File: src/sv/scc_pkg.sv
package scc_pkg;

  localparam int ENTRIES = 12;
  localparam int IDX_W   = $clog2(ENTRIES);
  localparam int CNT_W   = $clog2(ENTRIES + 1);
  localparam int TAG_W   = 32;
  localparam int KIND_W  = 2;
  localparam int SLOT_W  = 4;
  localparam int OUT_W   = SLOT_W + 3 + TAG_W;
  localparam int OUT_TDATA_W = ((OUT_W + 7) / 8) * 8;

  typedef enum logic [KIND_W-1:0] {
    KIND_READ     = 2'd0,
    KIND_WRITE    = 2'd1,
    KIND_PREFETCH = 2'd2,
    KIND_FLUSH    = 2'd3
  } kind_e;

  // update request from the sequencer to the slot status bits
  typedef struct packed {
    logic             upd;
    logic             fill;
    logic             acc;
    logic             dirty;
    logic             sweep;
    logic             flush_clr;
    logic [IDX_W-1:0] idx;
  } meta_cmd_t;

  // slot status seen by the sequencer
  typedef struct packed {
    logic [ENTRIES-1:0] valid;
    logic [ENTRIES-1:0] dirty;
    logic [IDX_W-1:0]   hand;
    logic               acc_at_hand;
    logic               free_any;
    logic [IDX_W-1:0]   free_idx;
    logic               pend_any;
    logic [IDX_W-1:0]   pend_idx;
  } meta_sts_t;

  // slot number as reported, wraps for more than sixteen slots
  function automatic logic [SLOT_W-1:0] slot_out(input logic [IDX_W-1:0] idx);
    logic [IDX_W+SLOT_W-1:0] w;
    w = (IDX_W + SLOT_W)'(idx);
    return w[SLOT_W-1:0];
  endfunction

endpackage

File: src/sv/sector_cache_clock_replacement.sv
// channel   | signals                                   | contents
// s_axis    | tvalid/tready, tdata[31:0], tuser[1:0]    | request: sector, kind
// m_axis    | tvalid/tready, tdata[39:0], tlast         | result per slot, tlast on final
//
// one request at a time; tags sit in a single-port-read ram, slot bits in flops
// lookup: tag scan over all ENTRIES slots (one ram read per cycle), a hit
//   ends it early; a miss adds a pick step, and with every slot taken also
//   sweep steps plus one victim tag read; the accept comes first and the
//   result load last
// flush: per dirty slot a select, a tag read and a result load; if none is
//   dirty, a select and one empty result load; the accept comes first
// reset clears slot status and clock hand at once; tags need no clearing
// a stalled result holds the engine at its result load; the next request is
//   taken while the previous result still waits in the output register
module sector_cache_clock_replacement import scc_pkg::*; (
  input  logic                   clk_i,
  input  logic                   rst_ni,
  input  logic                   s_axis_tvalid_i,
  output logic                   s_axis_tready_o,
  input  logic [TAG_W-1:0]       s_axis_tdata_i,  // sector
  input  logic [KIND_W-1:0]      s_axis_tuser_i,  // kind
  output logic                   m_axis_tvalid_o,
  input  logic                   m_axis_tready_i,
  // slot[3:0], hit[4], fill_needed[5], writeback_needed[6],
  // writeback_sector[38:7], zero pad[39]
  output logic [OUT_TDATA_W-1:0] m_axis_tdata_o,
  output logic                   m_axis_tlast_o   // last
);

  typedef enum logic [7:0] {
    ST_IDLE  = 8'b0000_0001,
    ST_SCAN  = 8'b0000_0010,
    ST_PICK  = 8'b0000_0100,
    ST_SWEEP = 8'b0000_1000,
    ST_VREAD = 8'b0001_0000,
    ST_FLUSH = 8'b0010_0000,
    ST_FLRD  = 8'b0100_0000,
    ST_EMIT  = 8'b1000_0000
  } state_e;

  state_e             state_q, state_d;
  kind_e              kind_q, kind_d;
  logic [TAG_W-1:0]   sector_q, sector_d;
  logic [IDX_W-1:0]   slot_q, slot_d;
  logic               hit_q, hit_d;
  logic               fill_q, fill_d;
  logic               wb_q, wb_d;
  logic [TAG_W-1:0]   wbsec_q, wbsec_d;
  logic               last_q, last_d;
  logic [CNT_W-1:0]   cnt_q, cnt_d;
  logic               cmp_vld_q, cmp_vld_d;
  logic [IDX_W-1:0]   cmp_idx_q, cmp_idx_d;

  logic               out_vld_q;
  logic [OUT_W-1:0]   out_data_q;
  logic               out_last_q;
  logic               out_load;

  logic               ram_we;
  logic               ram_re;
  logic [IDX_W-1:0]   ram_raddr;
  logic [TAG_W-1:0]   ram_rdata;

  meta_cmd_t          cmd;
  meta_sts_t          sts;

  scc_ram #(
    .WIDTH (TAG_W),
    .DEPTH (ENTRIES)
  ) u_tag_ram (
    .clk_i   (clk_i),
    .we_i    (ram_we),
    .waddr_i (slot_q),
    .wdata_i (sector_q),
    .re_i    (ram_re),
    .raddr_i (ram_raddr),
    .rdata_o (ram_rdata)
  );

  scc_meta u_meta (
    .clk_i  (clk_i),
    .rst_ni (rst_ni),
    .cmd_i  (cmd),
    .sts_o  (sts)
  );

  assign s_axis_tready_o = (state_q == ST_IDLE);

  always_comb begin
    state_d   = state_q;
    kind_d    = kind_q;
    sector_d  = sector_q;
    slot_d    = slot_q;
    hit_d     = hit_q;
    fill_d    = fill_q;
    wb_d      = wb_q;
    wbsec_d   = wbsec_q;
    last_d    = last_q;
    cnt_d     = cnt_q;
    cmp_vld_d = 1'b0;
    cmp_idx_d = cmp_idx_q;
    ram_we    = 1'b0;
    ram_re    = 1'b0;
    ram_raddr = '0;
    out_load  = 1'b0;
    cmd       = '0;

    case (state_q)
      ST_IDLE: begin
        if (s_axis_tvalid_i) begin
          kind_d   = kind_e'(s_axis_tuser_i);
          sector_d = s_axis_tdata_i;
          slot_d   = '0;
          hit_d    = 1'b0;
          fill_d   = 1'b0;
          wb_d     = 1'b0;
          wbsec_d  = '0;
          last_d   = 1'b1;
          cnt_d    = '0;
          state_d  = (kind_e'(s_axis_tuser_i) == KIND_FLUSH) ? ST_FLUSH : ST_SCAN;
        end
      end
      // read one tag per cycle, compare the one read the cycle before
      ST_SCAN: begin
        if (cnt_q < CNT_W'(ENTRIES)) begin
          ram_re    = 1'b1;
          ram_raddr = cnt_q[IDX_W-1:0];
          cmp_vld_d = 1'b1;
          cmp_idx_d = cnt_q[IDX_W-1:0];
          cnt_d     = cnt_q + 1'b1;
        end
        if (cmp_vld_q && sts.valid[cmp_idx_q] && (ram_rdata == sector_q)) begin
          hit_d   = 1'b1;
          slot_d  = cmp_idx_q;
          state_d = ST_EMIT;
        end else if (cnt_q == CNT_W'(ENTRIES)) begin
          state_d = ST_PICK;
        end
      end
      ST_PICK: begin
        fill_d = 1'b1;
        if (sts.free_any) begin
          slot_d  = sts.free_idx;
          state_d = ST_EMIT;
        end else begin
          state_d = ST_SWEEP;
        end
      end
      // every slot is valid here: give second chances until a clear access bit
      ST_SWEEP: begin
        if (sts.acc_at_hand) begin
          cmd.sweep = 1'b1;
        end else begin
          slot_d    = sts.hand;
          ram_re    = 1'b1;
          ram_raddr = sts.hand;
          state_d   = ST_VREAD;
        end
      end
      ST_VREAD: begin
        wb_d    = sts.dirty[slot_q];
        wbsec_d = sts.dirty[slot_q] ? ram_rdata : '0;
        state_d = ST_EMIT;
      end
      ST_FLUSH: begin
        if (sts.pend_any) begin
          slot_d        = sts.pend_idx;
          ram_re        = 1'b1;
          ram_raddr     = sts.pend_idx;
          cmd.flush_clr = 1'b1;
          cmd.idx       = sts.pend_idx;
          state_d       = ST_FLRD;
        end else begin
          // nothing dirty: single empty result
          slot_d  = '0;
          wb_d    = 1'b0;
          wbsec_d = '0;
          last_d  = 1'b1;
          state_d = ST_EMIT;
        end
      end
      ST_FLRD: begin
        wb_d    = 1'b1;
        wbsec_d = ram_rdata;
        last_d  = ~sts.pend_any;
        state_d = ST_EMIT;
      end
      ST_EMIT: begin
        if (!out_vld_q || m_axis_tready_i) begin
          out_load = 1'b1;
          if (kind_q != KIND_FLUSH) begin
            cmd.upd   = 1'b1;
            cmd.fill  = fill_q;
            cmd.acc   = (kind_q == KIND_READ) || (kind_q == KIND_WRITE);
            cmd.dirty = (kind_q == KIND_WRITE);
            cmd.idx   = slot_q;
            ram_we    = fill_q;
          end
          state_d = ((kind_q == KIND_FLUSH) && !last_q) ? ST_FLUSH : ST_IDLE;
        end
      end
      default: begin
        state_d = ST_IDLE;
      end
    endcase
  end

  always_ff @(posedge clk_i or negedge rst_ni) begin
    if (!rst_ni) begin
      state_q   <= ST_IDLE;
      cmp_vld_q <= 1'b0;
      out_vld_q <= 1'b0;
    end else begin
      state_q   <= state_d;
      cmp_vld_q <= cmp_vld_d;
      if (out_load) begin
        out_vld_q <= 1'b1;
      end else if (m_axis_tready_i) begin
        out_vld_q <= 1'b0;
      end
    end
  end

  always_ff @(posedge clk_i) begin
    kind_q    <= kind_d;
    sector_q  <= sector_d;
    slot_q    <= slot_d;
    hit_q     <= hit_d;
    fill_q    <= fill_d;
    wb_q      <= wb_d;
    wbsec_q   <= wbsec_d;
    last_q    <= last_d;
    cnt_q     <= cnt_d;
    cmp_idx_q <= cmp_idx_d;
    if (out_load) begin
      out_data_q <= {wbsec_q, wb_q, fill_q, hit_q, slot_out(slot_q)};
      out_last_q <= last_q;
    end
  end

  assign m_axis_tvalid_o = out_vld_q;
  assign m_axis_tdata_o  = OUT_TDATA_W'(out_data_q);
  assign m_axis_tlast_o  = out_last_q;

endmodule

File: src/sv/scc_ram.sv
module scc_ram #(
  parameter int WIDTH = 32,
  parameter int DEPTH = 16
) (
  input  logic                     clk_i,
  input  logic                     we_i,
  input  logic [$clog2(DEPTH)-1:0] waddr_i,
  input  logic [WIDTH-1:0]         wdata_i,
  input  logic                     re_i,
  input  logic [$clog2(DEPTH)-1:0] raddr_i,
  output logic [WIDTH-1:0]         rdata_o
);

  logic [WIDTH-1:0] mem_q [DEPTH];
  logic [WIDTH-1:0] rdata_q;

  always_ff @(posedge clk_i) begin
    if (we_i) begin
      mem_q[waddr_i] <= wdata_i;
    end
    if (re_i) begin
      rdata_q <= mem_q[raddr_i];
    end
  end

  assign rdata_o = rdata_q;

endmodule

File: src/sv/scc_meta.sv
module scc_meta import scc_pkg::*; (
  input  logic      clk_i,
  input  logic      rst_ni,
  input  meta_cmd_t cmd_i,
  output meta_sts_t sts_o
);

  logic [ENTRIES-1:0] valid_q;
  logic [ENTRIES-1:0] acc_q;
  logic [ENTRIES-1:0] dirty_q;
  logic [IDX_W-1:0]   hand_q;
  logic [IDX_W-1:0]   hand_nxt;
  logic [ENTRIES-1:0] pend;

  assign hand_nxt = (hand_q == IDX_W'(ENTRIES - 1)) ? '0 : hand_q + 1'b1;
  assign pend     = valid_q & dirty_q;

  always_ff @(posedge clk_i or negedge rst_ni) begin
    if (!rst_ni) begin
      valid_q <= '0;
      acc_q   <= '0;
      dirty_q <= '0;
      hand_q  <= '0;
    end else begin
      if (cmd_i.upd) begin
        valid_q[cmd_i.idx] <= 1'b1;
        acc_q[cmd_i.idx]   <= cmd_i.acc | (acc_q[cmd_i.idx] & ~cmd_i.fill);
        dirty_q[cmd_i.idx] <= cmd_i.dirty | (dirty_q[cmd_i.idx] & ~cmd_i.fill);
      end
      if (cmd_i.sweep) begin
        acc_q[hand_q] <= 1'b0;
        hand_q        <= hand_nxt;
      end
      if (cmd_i.flush_clr) begin
        dirty_q[cmd_i.idx] <= 1'b0;
      end
    end
  end

  // lowest free slot and lowest pending write-back
  always_comb begin
    sts_o.valid       = valid_q;
    sts_o.dirty       = dirty_q;
    sts_o.hand        = hand_q;
    sts_o.acc_at_hand = acc_q[hand_q];
    sts_o.free_any    = ~&valid_q;
    sts_o.pend_any    = |pend;
    sts_o.free_idx    = '0;
    sts_o.pend_idx    = '0;
    for (int i = ENTRIES - 1; i >= 0; i--) begin
      if (!valid_q[i]) begin
        sts_o.free_idx = IDX_W'(i);
      end
      if (pend[i]) begin
        sts_o.pend_idx = IDX_W'(i);
      end
    end
  end

endmodule

File: config.mk
export PLATFORM = sky130hd
export DESIGN_NAME = sector_cache_clock_replacement
export DESIGN_NICKNAME = d
export VERILOG_FILES = /design/src/sv/scc_pkg.sv /design/src/sv/sector_cache_clock_replacement.sv /design/src/sv/scc_ram.sv /design/src/sv/scc_meta.sv
export SDC_FILE = /design/constraint.sdc
export NUM_CORES = 1
export LEC_CHECK = 0
export BUFFER_PORTS_ARGS = -buffer_cell sky130_fd_sc_hd__buf_2
export CAP_MARGIN = 20
export CELL_PAD_IN_SITES_DETAIL_PLACEMENT = 2
export CELL_PAD_IN_SITES_GLOBAL_PLACEMENT = 2
export CORE_MARGIN = 2
export CORE_UTILIZATION = 51
export CTS_CLUSTER_SIZE = 28
export DETAILED_ROUTE_END_ITERATION = 7
export HOLD_SLACK_MARGIN = 0.03
export PLACE_DENSITY_LB_ADDON = 0.05
export SETUP_SLACK_MARGIN = 0.5
export SLEW_MARGIN = 20
export SYNTH_ARGS = -nofsm -noshare
export SYNTH_HDL_FRONTEND = slang
export SYNTH_HIERARCHICAL = 1
export SYNTH_SLANG_ARGS = --single-unit
File: constraint.sdc
create_clock -name clk_i -period 8.4 [get_ports clk_i]
set_input_delay 1.68 -clock clk_i [delete_from_list [all_inputs] [get_ports clk_i]]
set_output_delay 1.68 -clock clk_i [all_outputs]
set_load 0.02 [all_outputs]
# ---- Word level (Yosys, flattened, before mapping)
# Memories as Yosys holds them, arrays and structs flattened. A register that Yosys moved wholly into a read port is not among the register bits.
# Index checks and enable logic that the tools add are counted.
dict set report word_totals {
  register_bits 172
  n_memories 1
  mem_bits_rw 384
}
dict set report classes {
  muxes 103
  n_eq_ne 23
  n_lt_le_gt_ge 7
  bitwise 12
  n_reduce_logical 28
  addsub 2
}
# name words width read_ports rd_ports_with_merged_regs wr line_no
set memory_table {}
lappend memory_table {u_tag_ram.mem_q 12 32 1 1 1 scc_ram.sv:14} ;# logic [WIDTH-1:0] mem_q [DEPTH];
# operator count
set ops {}
lappend ops {{4-bit 2-to-1 mux} 38}
lappend ops {{32-bit one-hot mux with 4 select lines} 1}
lappend ops {{32-bit 2-to-1 mux} 3}
lappend ops {{8-bit 2-to-1 mux} 7}
lappend ops {{8-bit one-hot mux with 7 select lines} 1}
lappend ops {{12-bit 2-to-1 mux} 4}
lappend ops {{12-bit AND} 3}
lappend ops {{32-bit == test} 1}
lappend ops {{1-bit 2-to-1 mux} 28}
lappend ops {{12-bit bitwise mux} 2}
lappend ops {{12-bit inverter} 2}
lappend ops {{1-bit binary-select mux with 4-bit select} 5}
lappend ops {{4-bit by 5-bit less-than comparator with 1-bit output, second input constant} 4}
lappend ops {{4-bit one-hot mux with 5 select lines} 1}
lappend ops {{2-bit != test, second input constant} 8}
lappend ops {{4-bit one-hot mux with 2 select lines} 2}
lappend ops {{6-bit 2-to-1 mux} 2}
lappend ops {{12-bit bitwise OR} 1}
lappend ops {{4-bit one-hot mux with 3 select lines} 1}
lappend ops {{12-bit AND reduction} 1}
lappend ops {{3-bit AND reduction} 4}
lappend ops {{12-bit OR reduction} 1}
lappend ops {{4-bit by 1-bit adder with 4-bit output, second input constant} 2}
lappend ops {{1-bit demux with 4-bit select} 2}
lappend ops {{33 further kinds} 51}

# ---- Logic depth before layout (Yosys ltp)
dict set report logic_depth {
  word_depth 23
  mapped_depth 15
  ltp_nobuf 12
}

# ---- Modules after synthesis
# Netlist, hierarchy kept.
# module instances cells_each area_per_inst_um2
set by_module_without_submodules {}
lappend by_module_without_submodules {scc_ram 1 664 15493.6}
lappend by_module_without_submodules {sector_cache_clock_replacement 1 371 5587.9}
lappend by_module_without_submodules {scc_meta 1 251 2357.3}

# ---- Worst setup path after synthesis
# No wires, ideal clock.
dict set report synth_path {
  path_kind {input-to-reg}
  start {input m_axis_tready_i}
  end {memory u_tag_ram.mem_q[0][0], enable pin}
  arrival_ns 5.135
  path_buffers 0
  slack_ns 2.804
  cell_stages 6
  path_cell_list {nand2b_1 > nand2_1 > a21oi_2 > and2_1 > or3b_2 > nor3_1}
}
dict set report synth_between {
  elab_chain_len 5
}
# element line_no
set synth_lines {}
lappend synth_lines {{start, declared} sector_cache_clock_replacement.sv:23} ;# input logic m_axis_tready_i,
lappend synth_lines {{1-bit logical OR} sector_cache_clock_replacement.sv:189} ;# if (!out_vld_q || m_axis_tready_i) begin
lappend synth_lines {{1-bit 2-to-1 mux} sector_cache_clock_replacement.sv:189}
lappend synth_lines {{1-bit 2-to-1 mux} sector_cache_clock_replacement.sv:108} ;# case (state_q)
lappend synth_lines {{1-bit 2-to-1 mux} scc_ram.sv:18} ;# if (we_i) begin
lappend synth_lines {{1-bit 2-to-1 mux (implied by the code)} scc_ram.sv:19} ;# mem_q[waddr_i] <= wdata_i;
lappend synth_lines {{end, declared} scc_ram.sv:14}
# No other way between the ends.

# ---- Worst setup path after layout
dict set report layout_path {
  start {register state_q[5]}
  end {register u_tag_ram.rdata_q[9], in the netlist u_tag_ram/rdata_o[9] (read register of u_tag_ram.mem_q), data pin}
}
dict set report layout_between {
  elab_chain_len 2
  elab_cells_between_ends 5
  cone_classes {3 x eq/ne; 2 x mux}
}
# element line_no
set layout_lines {}
lappend layout_lines {{start, declared} sector_cache_clock_replacement.sv:41} ;# state_e state_q, state_d;
lappend layout_lines {{start signal, assigned} sector_cache_clock_replacement.sv:214} ;# state_q <= state_d;
lappend layout_lines {{8-bit by 6-bit == test with 1-bit output, or another cell as far along} sector_cache_clock_replacement.sv:108}
lappend layout_lines {{4-bit one-hot mux with 3 select lines (*)} sector_cache_clock_replacement.sv:108}
lappend layout_lines {{via ram_raddr[0]} sector_cache_clock_replacement.sv:61} ;# logic [IDX_W-1:0] ram_raddr;
lappend layout_lines {{end, declared} scc_ram.sv:15} ;# logic [WIDTH-1:0] rdata_q;
# Mark *: on every way through the listed nets, which the timed path passes. The rest lies on a longest branch.
# A chain may end at the register's enable or synchronous reset.

==> impl_results.md <==
* Outcome: complete, no violations
* Register bit count reported by yosys at 588
* Fin crit period at between 5 and 6 ns
* Top Ports at slightly above 80
* Crit start category: register
* Detailed placement HPWL at 45600 um
* # H-tree levels at 2
* Remaining DRCs at 0
* Synth area leader: edfxtp_1
* Share of layout cells above drive strength 1 at 0.230
* Overflow after GRT at 0
* GRT Util Overall at 0.355
* Worst skew pair latency at between 0.6 and 0.7 ns
* Inst Count DP at approximately 1.9k
* Fin Setup TNS at 0 ns
* # resized after CTS at 0
* Fmax at 169 MHz
* Crit Path Max Fanout at between 80 and 90
* Setup Skew at between 0.03 and 0.04 ns
* CP Class: reg2reg
* Data arrival, critical path at between 6 and 7 ns
* Die Width at around 220 um
* Top cells by area, synth: edfxtp_1, mux4_2, dfrtp_1, mux2i_1, a22oi_1
* Main synth FF type: edfxtp_1
* Top-area cell type share of the netlist area at 0.689
* Async SR Flop Fraction at 0.0850
* Leakage at 8.75 nW
* Worst-case clock buffer depth at 3
* WHS at 0.419 ns
* Chip height at 218 um
* Final Cycle Share at 0.705
* Synthesized area per cell at approximately 18 sq um
* Mapped Cells at 1286
* Worst R2R Setup Slack at between 2 and 2.5 ns
* R2R cell count at 9
* Worst VDD drop at between 0.15 and 0.2 mV
* Vias in the first global route at 15.1k
* Max-slew violation count at 0
* CTS tree: built
* Syn-to-layout area delta at 13.5%
* Clock Root Buffer: clkbuf_16
* Post-route ant nets at 0
* Worst-path clk slew at about 0.070 ns
* Vias post-DR at 14.0k
* Worst path required time at ~8.7 ns
* Largest net degree at the start of global routing at 89
* Starting DRC count in detailed routing at roughly 1.8k
* Finished Layout Cells at 2043
* Post-cts hold buffer count at 0
* Slew @ Worst Pin at roughly 1.0 ns
* Top cells by count, synth: edfxtp_1, mux2i_1, mux4_2
* Worst Setup SP: state_q[5]
* CTS Buf Count at slightly below 60
* Starting Density at 0.516
* Max Cap Violations at 0
* Pwr Total at about 7.6 mW
* Nets at ~1.4k
* Max-slew headroom at 0.308
* Mean routed wirelength per cell at ~40 um
* Hold path cells at 0
* Worst min-delay path class: reg2reg
* Clock sinks at 588
* Setup Viol. Count Final at 0
* CORE AREA at around 45000 sq um
* Gpl congestion at slightly above 0.8
* Hold Vio Cnt, Final at 0
* Initial antenna violation count at 5
* Most common cell in the netlist: edfxtp_1
* Routed wire length at approximately 82000 um
* Synth Net Count at 1330
* RR Startpoint: state_q[5]
* TritonRoute pass-1 iters at 5
* # port buffers at 79
* Post-synth EDFFs at 538
* CP Capture Point: u_tag_ram/rdata_o[9]
* Synthesized area at approximately 23000 sq um
* Vias per cell at 6.85
* Power per cell area at roughly 290 nW/um^2
* RSZ-0062 raised after global routing: no
* Site Rows at 78
* Die area at 47700 sq um
* First-pass GRT wire length at between 100000 and 150000 um
* Synth cell types at 73
* Register area share after synthesis at 0.743
* Endpoint class of the critical path: register
* Total setup buffers inserted after CTS at 0
* Synthesis Warnings at 6
* Worst R2R End: u_tag_ram/rdata_o[9]
-- layer usage --
layer | global-route usage | part of all wire
met5 | 0 | 0.000085
met4 | 0.171 | 0.054
met3 | 0.0784 | 0.082
met2 | 0.582 | 0.49
met1 | 0.451 | 0.37
-- kinds of logic after synthesis --
logic type,count (synthesis),synth area share
XOR/XNOR,33,0.0123
AND/OR/NAND/NOR,245,0.0572
other,1,0.000160
adder cells (fa/ha/maj),6,0.00320
multiplexers,148,0.104
AO/OA/AOI/OAI,190,0.0611
flip-flops,588,0.743
buffers and inverters,75,0.0198
-- where the power goes --
part | switching (mW) | internal, mW | total (mW)
Clock | 1.23 | 1.68 | 2.91
Sequential | 0.289 | 3.52 | 3.81
Combinational | 0.598 | 0.294 | 0.893
Total | 2.12 | 5.49 | 7.61
-- final cells by class --
class	count	area, sq um
Clock buffer	74	1670
Clock inverter	33	403
Antenna cell	2	5.00
Multi-Input combinational cell	623	5700
Inverter	21	80.1
Timing Repair Buffer	102	581
Sequential cell	588	17400
Fill cell	3712	18800
Tap cell	600	751
-- placed cells by master (no fill, tap or decap), types with 8 or more instances in the layout --
cell	synthesis	final
o221ai_1	29	29
a22oi_1	38	38
nor2_1	46	36
mux2i_1	71	71
nor2b_1	11	10
buf_2	6	79
buf_4	2	22
a22o_1	8	8
nor2_4	0	10
bufinv_16	0	9
nand2b_1	14	13
or2_2	11	11
clkbuf_16	0	64
nand4_1	10	10
clkinv_1	0	9
dfrtp_1	49	49
edfxtp_1	538	538
nand2_1	49	47
a21oi_2	8	8
clkinv_2	0	11
nand3_1	24	24
o21ai_0	53	53
xnor2_1	30	30
mux4_2	71	71
and2_1	36	36
inv_1	19	18
-- critical path: stages (launching register included) --
cell      delay [ns]
dfrtp_1         0.53
nor4_1          0.87
nand3_1         0.62
a21oi_2         0.69
a22oi_1         0.34
nand2_4         0.72
buf_12          0.63
mux4_2          0.61
a22oi_1         0.24
o221ai_1        0.28
-- state kept, by name, summed over array words and instances (netlist names), 2 cells and up --
| signal | cells |
|---|---|
| u_meta/valid_q | 12 |
| u_tag_ram/rdata_o | 32 |
| sector_q | 32 |
| cnt_q | 4 |
| wbsec_q | 32 |
| u_meta/dirty_q | 12 |
| cmp_idx_q | 4 |
| state_q | 8 |
| out_data_q | 39 |
| u_tag_ram/mem_q | 384 |
| slot_q | 4 |
| u_meta/acc_q | 12 |
| kind_q | 2 |
| u_meta/hand_q | 4 |
-- stage by stage --
step | worst slack [ns] | instance area [sq um] | utilization
after floorplan | 2.80 | 23400 | -
after global placement | 3.64 | 24500 | 0.540
after detailed placement | 2.95 | 24500 | 0.540
after CTS | 2.57 | 26600 | 0.586
after global routing | 2.36 | 26600 | 0.586
final | 2.48 | 26600 | 0.586
-- worst min path at each step --
stage / endpoint / from
after global routing: out_data_q[34] / wbsec_q[27]
after global placement: out_data_q[35] / wbsec_q[28]
final: out_data_q[23] / wbsec_q[16]
after CTS: out_data_q[23] / wbsec_q[16]
after floorplan: out_data_q[10] / wbsec_q[3]
after detailed placement: out_data_q[32] / wbsec_q[25]
(Power assumes the default switching activity.)
